==> config.mk <==
export PLATFORM = sky130hd
export DESIGN_NAME = ttsp_front_flat
export DESIGN_NICKNAME = d
export VERILOG_FILES = /design/src/rtl/ttsp_pkg.sv /design/src/rtl/ttsp_req_if.sv /design/src/rtl/ttsp_front.sv /design/src/flat_wrapper.sv
export SDC_FILE = /design/constraint.sdc
export NUM_CORES = 1
export LEC_CHECK = 0
export BUFFER_PORTS_ARGS = -buffer_cell sky130_fd_sc_hd__buf_2
export CAP_MARGIN = 10
export CORE_MARGIN = 2
export CORE_UTILIZATION = 56
export CTS_CLUSTER_DIAMETER = 200
export DETAILED_ROUTE_END_ITERATION = 10
export PLACE_DENSITY_LB_ADDON = 0.05
export SLEW_MARGIN = 20
export SYNTH_ARGS = -nofsm -noshare
export SYNTH_HDL_FRONTEND = slang
export SYNTH_SLANG_ARGS = --single-unit
==> constraint.sdc <==
create_clock -name clk -period 18 [get_ports clk]
set_clock_uncertainty 0.05 [all_clocks]
set_input_delay 1.8 -clock clk [delete_from_list [all_inputs] [get_ports clk]]
set_output_delay 1.8 -clock clk [all_outputs]
set_load 0.01 [all_outputs]
==> src/rtl/ttsp_pkg.sv <==
// shared types and constants for the transposition table
`default_nettype none
package ttsp_pkg;
	localparam logic [1:0] FUNC_STORE = 2'd0;
	localparam logic [1:0] FUNC_PROBE = 2'd1;
	localparam logic [1:0] FUNC_CLEAR = 2'd2;
	localparam logic [1:0] BND_ALPHA  = 2'd1;
	localparam logic [1:0] BND_BETA   = 2'd2;
	localparam logic [1:0] BND_EXACT  = 2'd3;
	localparam int         PAY_W      = 58;
	localparam logic [31:0] CNT_MAX   = 32'hFFFF_FFFF;

	typedef struct packed {
		logic [1:0]         func;
		logic [63:0]        key;
		logic [24:0]        move_in;
		logic signed [15:0] score_in;
		logic [1:0]         bound_in;
		logic [6:0]         depth_in;
		logic signed [15:0] alpha;
		logic signed [15:0] beta;
		logic [7:0]         age_now;
		logic [7:0]         ply;
	} req_t;

	typedef struct packed {
		logic               found;
		logic               cutoff;
		logic [24:0]        move_out;
		logic signed [15:0] score_out;
		logic               stored;
		logic [31:0]        new_writes;
		logic [31:0]        over_writes;
		logic [31:0]        skipped_writes;
		logic [31:0]        hits;
	} rsp_t;

	typedef struct packed {
		logic [24:0]        move;
		logic signed [15:0] score;
		logic [1:0]         bound;
		logic [6:0]         depth;
		logic [7:0]         age;
	} slot_t;
endpackage
`default_nettype wire

==> src/rtl/ttsp_req_if.sv <==
// request and response channel interfaces
`default_nettype none
interface ttsp_req_if;
	logic          valid;
	logic          ready;
	ttsp_pkg::req_t data;
	modport source (output valid, output data, input ready);
	modport sink (input valid, input data, output ready);
endinterface

`default_nettype wire

==> src/rtl/ttsp_front.sv <==
// input stage: accepts requests into a two-entry queue
`default_nettype none
module ttsp_front (
	input  wire logic  clk,
	input  wire logic  arst_n,
	ttsp_req_if.sink   req,
	input  wire logic  deq,
	output      logic  avail,
	output ttsp_pkg::req_t head
);
	ttsp_pkg::req_t buf_q [2];
	logic           rd_q, wr_q;
	logic [1:0]     cnt_q;
	logic           enq;

	assign req.ready = (cnt_q != 2'd2);
	assign enq       = req.valid && req.ready;
	assign avail     = (cnt_q != 2'd0);
	assign head      = buf_q[rd_q];

	always_ff @(posedge clk) begin
		if (enq) begin
			buf_q[wr_q] <= req.data;
		end
	end

	always_ff @(posedge clk or negedge arst_n) begin
		if (!arst_n) begin
			rd_q  <= 1'b0;
			wr_q  <= 1'b0;
			cnt_q <= 2'd0;
		end else begin
			if (enq) wr_q <= ~wr_q;
			if (deq) rd_q <= ~rd_q;
			cnt_q <= cnt_q + {1'b0, enq} - {1'b0, deq};
		end
	end

`ifndef SYNTHESIS
	a_no_deq_empty: assert property (@(posedge clk) disable iff (!arst_n)
		deq |-> avail) else $error("dequeue from empty queue");
	a_cnt_range: assert property (@(posedge clk) disable iff (!arst_n)
		cnt_q != 2'd3) else $error("queue count out of range");
	a_full_block: assert property (@(posedge clk) disable iff (!arst_n)
		(cnt_q == 2'd2) |-> !req.ready) else $error("accept while full");
`endif
endmodule
`default_nettype wire

==> src/flat_wrapper.sv <==
// flat-port wrapper written by rule: the top's interface ports become plain ports
module ttsp_front_flat 
  (clk, arst_n, deq, avail, head, req_valid, req_data, req_ready);
  ttsp_req_if req_i ();
  input  wire logic clk;
  input  wire logic arst_n;
  input  wire logic deq;
  output      logic avail;
  output ttsp_pkg::req_t head;
  input wire logic [$bits(req_i.valid)-1:0] req_valid;
  input wire logic [$bits(req_i.data)-1:0] req_data;
  output wire logic [$bits(req_i.ready)-1:0] req_ready;
  assign req_i.valid = req_valid;
  assign req_i.data = req_data;
  assign req_ready = req_i.ready;
  ttsp_front u_core (.clk(clk), .arst_n(arst_n), .req(req_i), .deq(deq), .avail(avail), .head(head));
endmodule
==> PnR_summary.wiki, run 1 <==
{| class="wikitable"
! Metric !! Value
|-
| Result of the run || finished, final reports clean
|-
| Maximum count of clock buffers along a single path || 3
|-
| Master cell of the clock root buffer || clkbuf_16
|-
| Peak supply drop || between 0.1 and 0.15 mV
|-
| Initial antenna violation count || 5
|-
| Final nets || 1055
|-
| Crit start category || register
|-
| Highest attainable clock frequency || approximately 220 MHz
|-
| Startpoint of the most critical register-to-register path || u_core.cnt_q[1]
|-
| Number of port buffers || 333
|-
| Post-CTS Setup Inserts || 0
|-
| Die Width || 150.9 microns
|-
| Last weighted congestion value of the routability-driven placer || ~0.7
|-
| Crit. Startpoint || u_core.rd_q
|-
| Count of non-filler cells in the finished layout || 1183
|-
| Overall Power || 0.002465 W
|-
| Critical Path RT || 16.15 ns
|-
| Portion of the clock cycle consumed by the worst path in the final layout || between 20% and 30%
|-
| TritonCTS clock tree || yes
|-
| First-pass GRT wire length || around 34 mm
|-
| First-iteration detailed-routing DRC count || 337
|-
| FF-to-FF End || u_core.buf_q[0][84]
|-
| Insertion delay to the later sink of the worst-skew pair || 0.50 ns
|-
| Max Fanout on Critical Path || 64
|-
| Slew Limit Headroom || 43.12%
|-
| Post-Syn Instances || 528
|-
| Unrepaired setup endpoints after global routing || no
|-
| Floorplan Core Area || 21090 sq um
|-
| Synth unique cells || 16
|-
| Starting density of the core || 57.33%
|-
| Count of antenna-violating nets left after detailed routing || 0
|-
| Register-to-register setup slack || ~15 ns
|-
| Number of cells in the design after placement || 1125
|-
| Drt wl/cell || 20.13 microns
|-
| Number of register bits inferred by synthesis || about 330
|-
| Kind of path behind the tightest hold check || register to register
|-
| CP Capture Type || primary output
|-
| Number of buffers created by CTS || 34
|-
| Vias in the first global route || 6448
|-
| Chip height || 150.9 microns
|-
| Number of hold violations in the final report || 0
|-
| Most common cell after layout, fill and taps aside || buf_2
|-
| Min Clock Period, post-route || 4.569 ns
|-
| Synthesis warning total || 0
|-
| End point of the critical path || head[31]
|-
| Leakage component of the power || roughly 5.6 nW
|-
| GRT overflow || 0
|-
| Pin count of the biggest net entering global routing || between 60 and 70
|-
| Final setup violating endpoints || 0
|-
| DR pass1 iterations || 5
|-
| Full die area || 22780 sq um
|-
| Cts repair resizes || 0
|-
| Number of placed I/O pins || 334
|-
| Share of the yosys chip area belonging to registers || 82.29%
|-
| Total standard cell area after synthesis || 12090 sq um
|-
| Total vias in the final route || ~6.2k
|-
| Area delta synth->final || 24.39%
|-
| # H-tree levels || 2
|-
| Length in cells of the worst reg-to-reg path || 5
|-
| Average size of a mapped cell || 22.90 sq um
|-
| Final slew viol count || 0
|-
| Final HPWL DP || 15.90 mm
|-
| Vias per cell || 5.203
|-
| Number of buffers inserted for hold repair after clock tree synthesis || 0
|-
| Slew at the pin closest to its max-slew limit || roughly 0.85 ns
|-
| Number of sinks on the clock net || 332
|-
| Worst Setup Path Type || register to primary output
|-
| Total Negative Setup Slacks || 0 ns
|-
| Commonest cells after routing, fill and taps aside || buf_2 (333), edfxtp_1 (328), mux2_2 (164)
|-
| GRT Resource Usage Total || 20.11%
|-
| Power Dens Cells || 163.9 nW/um^2
|-
| Signal arrival time at the worst endpoint || between 2 and 3 ns
|-
| Layout cell share with drive strength beyond 1 || 60.88%
|-
| Clock input transition at the sequential cells of the worst setup and hold paths || 0.06 ns
|-
| Final wirelength || between 20 and 25 mm
|-
| Count of unresolved DRC violations after routing || 0
|-
| Total nets after synthesis || ~700
|-
| Max_cap viols || 0
|-
| Row count || 53
|}
-- state kept, by name, summed over array words and instances, names as in the netlist --
signal        count
u_core.cnt_q      2
u_core.wr_q       1
u_core.rd_q       1
u_core.buf_q    328
-- synthesized netlist by cell type --
library cell / number / area [sq um]
nor2_1: 1 / 3.750
dfrtp_1: 4 / 100.1
mux2_2: 164 / 1847
inv_1: 1 / 3.750
and3_1: 1 / 6.260
ha_1: 1 / 12.51
nand2_1: 2 / 7.510
edfxtp_1: 328 / 9849
xor2_1: 2 / 17.52
nand2b_1: 1 / 6.260
xnor2_1: 2 / 17.52
nor2b_1: 1 / 6.260
buf_6: 17 / 191.4
buf_2: 1 / 5.000
mux2i_1: 1 / 10.01
or2_2: 1 / 6.260
-- layout make-up --
cell class | instances | area [sq um]
Timing Repair Buffer | 340 | 1719
Clock buffer | 42 | 944.7
Antenna cell | 3 | 7.507
Multi-Input combinational cell | 177 | 1953
Inverter | 1 | 3.754
Tap cell | 275 | 344.1
Clock inverter | 13 | 113.9
Fill cell | 1409 | 6048
Sequential cell | 332 | 9953
-- worst min-delay path by stage --
stage | startpoint | end | slack [ns] | cells after the start
3_3_place_gp | u_core.wr_q | u_core.wr_q | 0.49 | 1
2_1_floorplan | u_core.wr_q | u_core.wr_q | 0.41 | 1
3_5_place_dp | u_core.wr_q | u_core.wr_q | 0.51 | 1
4_1_cts | u_core.wr_q | u_core.wr_q | 0.52 | 1
6_report | u_core.wr_q | u_core.wr_q | 0.51 | 1
5_1_grt | u_core.wr_q | u_core.wr_q | 0.52 | 1
-- logic make-up after synthesis --
| group | after synthesis | share of synthesized area, % |
|---|---|---|
| flip-flops | 332 | 82.29 |
| multiplexers | 165 | 15.36 |
| buffers and inverters | 19 | 1.656 |
| AND/OR/NAND/NOR | 7 | 0.3002 |
| XOR/XNOR | 4 | 0.2898 |
| adder cells (fa/ha/maj) | 1 | 0.1035 |
-- power breakdown --
part           total [W]  switching, W  internal (W)
Clock           0.000663      0.000265      0.000398
Sequential       0.00111     0.0000570       0.00106
Combinational   0.000687      0.000378      0.000309
-- metal layers --
layer  track usage (%)  vias to the layer above  wire (microns)
met1             23.29                     3012            8709
met4             7.991                        4             737
met2             35.16                      264           12270
met5                 0                        -              27
met3             6.175                       55            2063
li1                  -                     2820               -
-- worst max-delay path, stage by stage (launching register included) --
cell     delay [ns]
dfrtp_4        0.81
buf_4          0.78
mux2_2         0.45
buf_2          0.15
-- per-stage QoR --
stage,utilization (%),cell area [sq um],worst slack [ns],hold slack [ns]
floorplan,-,12090,8.550,0.4104
CTS,71.28,15030,13.35,0.5201
detailed placement,66.26,13970,13.89,0.5075
global placement,66.26,13970,13.93,0.4891
global route,71.32,15040,13.27,0.5217
finish,71.32,15040,13.43,0.5133
No activity file was read; power rests on OpenSTA's default activity.
==> inputs of run 2 (changes only) <==
--- a/config.mk
+++ b/config.mk
@@ -8,7 +8,7 @@
 export BUFFER_PORTS_ARGS = -buffer_cell sky130_fd_sc_hd__buf_2
 export CAP_MARGIN = 10
 export CORE_MARGIN = 2
-export CORE_UTILIZATION = 56
+export CORE_UTILIZATION = 47
 export CTS_CLUSTER_DIAMETER = 200
 export DETAILED_ROUTE_END_ITERATION = 10
 export PLACE_DENSITY_LB_ADDON = 0.05
==> constraint.sdc (replaced) <==
create_clock -name clk -period 4 [get_ports clk]
set_clock_uncertainty 0.05 [all_clocks]
set_input_delay 0.4 -clock clk [delete_from_list [all_inputs] [get_ports clk]]
set_output_delay 0.4 -clock clk [all_outputs]
set_load 0.01 [all_outputs]
==> run 2 against run 1 <==
Net effect: non-clock buffer count up 1; critical endpoint is now head[34]; highest routed layer unchanged; clock power rose to 4.4 times the previous value; critical path depth unchanged; register-to-register slack worse by 14 ns; critical path type unchanged; count of clock-buffer cells in the layout up 3.
==> PnR_summary.wiki, run 2 (same netlist as run 1, synthesis figures left out) <==
{| class="wikitable"
! Metric !! Value
|-
| Result of the run || finished, final reports clean
|-
| Sw Share || 28.76%
|-
| Count of unresolved DRC violations after routing || 0
|-
| Number of cells in the design after placement || 1180
|-
| GRT Resource Usage Total || 16.91%
|-
| First-iteration detailed-routing DRC count || 384
|-
| Total Negative Setup Slacks || 0 ns
|-
| GR Layer Usage met3 || around 6.0%
|-
| Count of antenna-violating nets left after detailed routing || 0
|-
| Kind of path behind the tightest hold check || input pin to register
|-
| Count of non-filler cells in the finished layout || 1249
|-
| DR pass1 iterations || 4
|-
| Critical Path RT || 3.55 ns
|-
| Hold path startpoint || req_data[17]
|-
| Clock input transition at the sequential cells of the worst setup and hold paths || roughly 0.060 ns
|-
| Clock network fraction of design power || 26.2%
|-
| Max reg flops || approximately 330
|-
| Master cell of the clock root buffer || clkbuf_16
|-
| Pin count of the biggest net entering global routing || 70
|-
| Register ranked first by flip-flop count || u_core.buf_q
|-
| Post-CTS Setup Inserts || 0
|-
| TritonCTS clock tree || yes
|-
| Layout cell share with drive strength beyond 1 || 60.68%
|-
| Full die area || 27020 sq um
|-
| Layer with the highest usage after global routing || met2
|-
| Drt wl/cell || 19.14 microns
|-
| GRT overflow || 0
|-
| Initial antenna violation count || 6
|-
| Most common cell after layout, fill and taps aside || buf_2
|-
| Slew Limit Headroom || between 30% and 40%
|-
| Signal arrival time at the worst endpoint || 2.40 ns
|-
| Min Clock Period, post-route || about 2.9 ns
|-
| Vias per cell || about 4.9
|-
| Final HPWL DP || 15.84 mm
|-
| Insertion delay to the later sink of the worst-skew pair || 0.49 ns
|-
| Part of the power in registers || a little under half
|-
| Crit. Startpoint || u_core.rd_q
|-
| Crit start category || register
|-
| Fraction of met2 tracks used by global routing || around 29%
|-
| Starting density of the core || 47.87%
|-
| Area delta synth->final || 25.44%
|-
| Max Fanout on Critical Path || 59
|-
| Internal || 0.007880 W
|-
| Number of hold violations in the final report || 0
|-
| Final wirelength || 23.91 mm
|-
| Row count || 58
|-
| Post-route cell area || 15170 sq um
|-
| Worst hold slack after final layout || 0.03947 ns
|-
| Leakage component of the power || ~5.7 nW
|-
| Final nets || between 1k and 1.5k
|-
| Final setup violating endpoints || 0
|-
| CP Capture Type || primary output
|-
| Unrepaired setup endpoints after global routing || no
|-
| Slew at the pin closest to its max-slew limit || between 0.9 and 1 ns
|-
| Psw || 0.003181 W
|-
| Startpoint of the most critical register-to-register path || u_core.cnt_q[0]
|-
| Power Dens Cells || 729.3 nW/um^2
|-
| GRT met1 Usage || 19.88%
|-
| Commonest cells after routing, fill and taps aside || buf_2 (333), edfxtp_1 (328), mux2_2 (164)
|-
| Final slew viol count || 0
|-
| Last weighted congestion value of the routability-driven placer || 0.7537
|-
| Placed Instance Area || 14100 sq um
|-
| Worst Setup Path Type || register to primary output
|-
| Number of port buffers || roughly 330
|-
| Portion of the clock cycle consumed by the worst path in the final layout || between 70% and 80%
|-
| Cts repair resizes || 0
|-
| Vias in the first global route || 6423
|-
| Number of placed I/O pins || 334
|-
| Peak supply drop || approximately 0.47 mV
|-
| Total vias in the final route || 6148
|-
| Floorplan Core Area || 25250 sq um
|-
| Number of sinks on the clock net || 332
|-
| First-pass GRT wire length || 34.56 mm
|-
| # H-tree levels || 2
|-
| Die Width || 164.4 microns
|-
| Number of buffers created by CTS || 36
|-
| Leading registers by flop count || u_core.buf_q x328, u_core.cnt_q x2
|-
| Highest attainable clock frequency || 350.7 MHz
|-
| Max_cap viols || 0
|-
| Part of the power in combinational logic || 28.4%
|-
| Maximum count of clock buffers along a single path || 3
|-
| Chip height || approximately 160 microns
|}
-- run 2: critical path, cell delays in order (launching register included) --
cell and delay (ns):
dfrtp_4 0.93, buf_12 0.36, mux2_2 0.40, buf_2 0.14
-- run 2: final cells by class --
type                       count  area [sq um]
antenna                        6         15.01
clock buffer                  45         955.9
clock inverter                17         80.08
fill                        1891         10090
inverter                       1         3.754
multi-input combinational    177          1953
sequential                   332          9953
tap                          330         412.9
timing repair buffer         341          1792
-- run 2: final timing paths --
check                                      endpoint  slack, ns  cells after the start
worst max-delay path                       head[34]       1.15                      3
worst max register to register  u_core.buf_q[0][46]       1.70                      4
worst min-delay path            u_core.buf_q[0][17]       0.04                      1
worst min register to register          u_core.wr_q       0.51                      1
min in group asynchronous               u_core.rd_q       0.22                      2
max in group asynchronous               u_core.rd_q       3.54                      2
-- run 2: metrics by stage --
| stage | util [%] | total power (W) | setup slack [ns] |
|---|---|---|---|
| 2_1_floorplan | - | 0.007142 | 0.3868 |
| 3_3_place_gp | 55.85 | 0.008230 | 1.634 |
| 3_5_place_dp | 55.85 | 0.008304 | 1.616 |
| 4_1_cts | 59.99 | 0.01124 | 1.064 |
| 5_1_grt | 60.03 | 0.01161 | 1.010 |
| 6_report | 60.05 | 0.01106 | 1.148 |
-- run 2: repair_timing --
| item | CTS | global route |
|---|---|---|
| endpoints found under the setup margin | 0 | 0 |
| hold endpoints to repair | 4 | 0 |
| hold buffers | 1 | 0 |
-- run 2: layer usage --
metal  part of all wire (%)  up-vias
li1                       -     2836
met1                     38     3018
met2                     50      242
met3                    9.0       48
met4                    2.2        4
met5                   0.11        -
-- run 2: power by group through the flow --
stage	sequential (W)	clock (W)	combinational [W]
4_1_cts	0.00504	0.00299	0.00322
5_1_grt	0.00510	0.00313	0.00339
6_report	0.00503	0.00290	0.00314
3_5_place_dp	0.00510	0	0.00320
3_3_place_gp	0.00507	0	0.00316
2_1_floorplan	0.00499	0	0.00215
==> inputs of run 3 (changes only) <==
--- a/config.mk
+++ b/config.mk
@@ -5,6 +5,7 @@
 export SDC_FILE = /design/constraint.sdc
 export NUM_CORES = 1
 export LEC_CHECK = 0
+export ABC_AREA = 1
 export BUFFER_PORTS_ARGS = -buffer_cell sky130_fd_sc_hd__buf_2
 export CAP_MARGIN = 10
 export CORE_MARGIN = 2
==> constraint.sdc (replaced) <==
create_clock -name clk -period 2.4 [get_ports clk]
set_clock_uncertainty 0.05 [all_clocks]
set_input_delay 0.24 -clock clk [delete_from_list [all_inputs] [get_ports clk]]
set_output_delay 0.24 -clock clk [all_outputs]
set_load 0.01 [all_outputs]
==> run 3 against run 2 <==
Net effect: sequential share of layout area down 7.0 points; utilization increased by 7.1 points; via count is 12% higher; largest power group unchanged; clock power is 77% higher; die area grew 0.15%; synthesized cell count is 2.1% higher; sequential power increased by 64%; total power up 72%; count of clock-buffer cells in the layout unchanged; register-to-register slack got worse by 1.0 ns.
==> PnR_summary.wiki, run 3 <==
{| class="wikitable"
! Metric !! Value
|-
| Result of the run || finished, final reports clean
|-
| Total vias in the final route || 6868
|-
| Psw || 0.005393 W
|-
| Insertion delay to the later sink of the worst-skew pair || about 0.48 ns
|-
| Final setup violating endpoints || 0
|-
| Layer with the highest usage after global routing || met2
|-
| GRT Resource Usage Total || a little under a fifth
|-
| Signal arrival time at the worst endpoint || ~2 ns
|-
| Last weighted congestion value of the routability-driven placer || 0.7519
|-
| Vias in the first global route || 7260
|-
| Sw Share || 28.29%
|-
| Commonest cells after routing, fill and taps aside || buf_2 (333), edfxtp_1 (328), dlygate4sd3_1 (166)
|-
| Clock network fraction of design power || 26.9%
|-
| Total nets after synthesis || 708
|-
| First-iteration detailed-routing DRC count || between 400 and 500
|-
| Final nets || 1236
|-
| EDFF count, synth || ~330
|-
| Full die area || between 20000 and 30000 sq um
|-
| Top-count cell post-synth || edfxtp_1
|-
| Unrepaired setup endpoints after global routing || no
|-
| Number of hold violations in the final report || 0
|-
| Final slew viol count || 0
|-
| Portion of the clock cycle consumed by the worst path in the final layout || 94.13%
|-
| Slack of the critical path || between 0.1 and 0.15 ns
|-
| Hold path startpoint || req_valid
|-
| Number of cells in the design after placement || 1192
|-
| Min Clock Period, post-route || 2.259 ns
|-
| Post-synth top area share || 81.34%
|-
| Crit. Startpoint || u_core.rd_q
|-
| Number of buffers created by CTS || 36
|-
| Clock input transition at the sequential cells of the worst setup and hold paths || around 0.050 ns
|-
| TritonCTS clock tree || yes
|-
| Commonest cells in the netlist || edfxtp_1 (328), mux2_2 (164), buf_6 (17)
|-
| Top post-synthesis cells by area || edfxtp_1 (81%), mux2_2 (15%), buf_6 (1.6%), dfrtp_1 (0.83%), nand2_1 (0.25%)
|-
| Highest attainable clock frequency || between 400 and 500 MHz
|-
| Max_cap viols || 0
|-
| Number of register bits inferred by synthesis || approximately 330
|-
| Synthesis warning total || 0
|-
| Count of non-filler cells in the finished layout || approximately 1.4k
|-
| DR pass1 iterations || 4
|-
| Max Fanout on Critical Path || 58
|-
| Master cell of the clock root buffer || clkbuf_16
|-
| Worst hold slack after final layout || 0.03710 ns
|-
| Number of port buffers || 333
|-
| Count of antenna-violating nets left after detailed routing || 0
|-
| Final HPWL DP || 16.33 mm
|-
| Part of the power in registers || 43.2%
|-
| Kind of path behind the tightest hold check || input pin to register
|-
| Pin count of the biggest net entering global routing || 93
|-
| Initial antenna violation count || 2
|-
| Starting density of the core || approximately 48%
|-
| GR Layer Usage met3 || 4.119%
|-
| Share of the yosys chip area belonging to registers || 82.17%
|-
| Register ranked first by flip-flop count || u_core.buf_q
|-
| # H-tree levels || 2
|-
| Chain of cells forming the critical path || buf_12 -> mux2_2 -> buf_2
|-
| Vias per cell || 4.820
|-
| Maximum count of clock buffers along a single path || 3
|-
| Count of unresolved DRC violations after routing || 0
|-
| Crit start category || register
|-
| Peak supply drop || 0.8191 mV
|-
| Chip height || 164.5 microns
|-
| Synth unique cells || 12
|-
| Most frequently used flop master after synthesis || edfxtp_1
|-
| Slowest stage delay, CP || 0.56 ns
|-
| Filler Cells Inserted || ~1.8k
|-
| Floorplan Core Area || 25250 sq um
|-
| Critical Path RT || 2.11 ns
|-
| Final Core Density || between 60% and 70%
|-
| Die Width || around 160 microns
|-
| Leading registers by flop count || u_core.buf_q x328, u_core.cnt_q x2
|-
| Critical Path Slowest Stage Cell || dfrtp_4
|-
| CP Capture Type || primary output
|-
| Final wirelength || 25.59 mm
|-
| Power Dens Cells || 1124 nW/um^2
|-
| Fraction of met2 tracks used by global routing || approximately a third
|-
| First-pass GRT wire length || approximately 37 mm
|-
| Cell family contributing the most delay on the critical path || flip-flops
|-
| Startpoint of the most critical register-to-register path || u_core.cnt_q[1]
|-
| Total Negative Setup Slacks || 0 ns
|-
| Average size of a mapped cell || 22.47 sq um
|-
| Leakage component of the power || 6.445 nW
|-
| Number of placed I/O pins || 334
|-
| Total standard cell area after synthesis || 12110 sq um
|-
| Top cell type by total area after synthesis || edfxtp_1
|-
| Worst Setup Path Type || register to primary output
|-
| Most common cell after layout, fill and taps aside || buf_2
|-
| Slew Limit Headroom || between 60% and 70%
|-
| Pre-CTS setup slack || 0.5259 ns
|-
| GRT met1 Usage || 21.91%
|-
| Number of sinks on the clock net || approximately 330
|-
| Slew at the pin closest to its max-slew limit || around 0.57 ns
|-
| Max reg flops || 328
|-
| Async S/R FF share, synth || around 1.2%
|-
| Row count || 58
|-
| Post-Syn Instances || 539
|-
| Internal || 0.01367 W
|-
| Layout cell share with drive strength beyond 1 || 50.92%
|-
| Part of the power in combinational logic || 29.9%
|-
| Drt wl/cell || 17.96 microns
|-
| GRT overflow || 0
|-
| Number of buffers and inverters on the critical path || 2
|-
| Area delta synth->final || 40.11%
|}
-- run 3: changes by cell type in the layout (fill, tap and decap cells not counted), sizes merged, moves of 2 or more --
cell / delta
dlygate4sd3: +165
bufinv: +3
inv: +6
nor2: +3
buf: +2
diode: -3
nand3: +2
xnor2: -2
clkinvlp: -2
nand2: +6
-- run 3: cell families (layout without fill, tap and decap cells) --
logic type	Yosys count	after routing	share of synthesized area, %
other cells	0	3	0
xor+xnor	2	2	0.1447
mux	164	164	15.25
simple gates	14	14	0.4546
buf+inv	25	578	1.839
fa+ha+maj	1	1	0.1033
compound gates	1	1	0.04129
flops	332	332	82.17
-- run 3: what timing repair did --
item	in CTS	in global routing
setup endpoints to repair	2	0
setup buffers	1	0
endpoints found under the hold margin	333	0
resized for setup	0	0
hold buffers	166	0
-- run 3: metrics by stage --
| step | instance area, sq um | power, W |
|---|---|---|
| 6_report | 16970 | 0.01907 |
| 4_1_cts | 16960 | 0.01933 |
| 3_5_place_dp | 14180 | 0.01390 |
| 2_1_floorplan | 12130 | 0.01190 |
| 5_1_grt | 16960 | 0.01998 |
| 3_3_place_gp | 14180 | 0.01376 |
-- run 3: power groups by stage --
stage          registers (W)  clock network, W  logic, W
3_3_place_gp         0.00833                 0   0.00543
3_5_place_dp         0.00839                 0   0.00551
5_1_grt              0.00835           0.00550   0.00613
6_report             0.00824           0.00513   0.00570
4_1_cts              0.00825           0.00528   0.00581
2_1_floorplan        0.00829                 0   0.00361
-- run 3: worst paths after layout --
path                                       end  slack (ns)  cells after the start
min in group asynchronous          u_core.rd_q        0.05                      2
hold reg to reg                    u_core.wr_q        0.56                      2
setup / recovery                     head[109]        0.14                      3
setup reg to reg           u_core.buf_q[0][93]        0.69                      4
hold / removal                 u_core.cnt_q[0]        0.04                      3
max in group asynchronous          u_core.rd_q        2.12                      2
-- run 3: layout make-up --
class	count	area (sq um)	area share, %
clock buffer	45	955.9	5.634
tap	330	412.9	2.434
timing repair buffer	508	3496	20.60
inverter	7	26.28	0.1549
antenna	3	7.507	0.04425
multi-input combinational	182	1962	11.56
sequential	332	9953	58.67
clock inverter	18	152.6	0.8997
-- run 3: worst register-to-register path, stage by stage (launching register included) --
cell,delay (ns)
dfrtp_1,0.42
nand2_2,0.12
nand2_4,0.09
nor2_4,0.15
buf_12,0.39
-- run 3: per-layer routing --
layer  wire length [microns]  vias to the layer above
met2                   12980                      276
li1                        -                     3198
met1                    9970                     3341
met4                     802                        0
met5                       0                        -
met3                    1837                       53
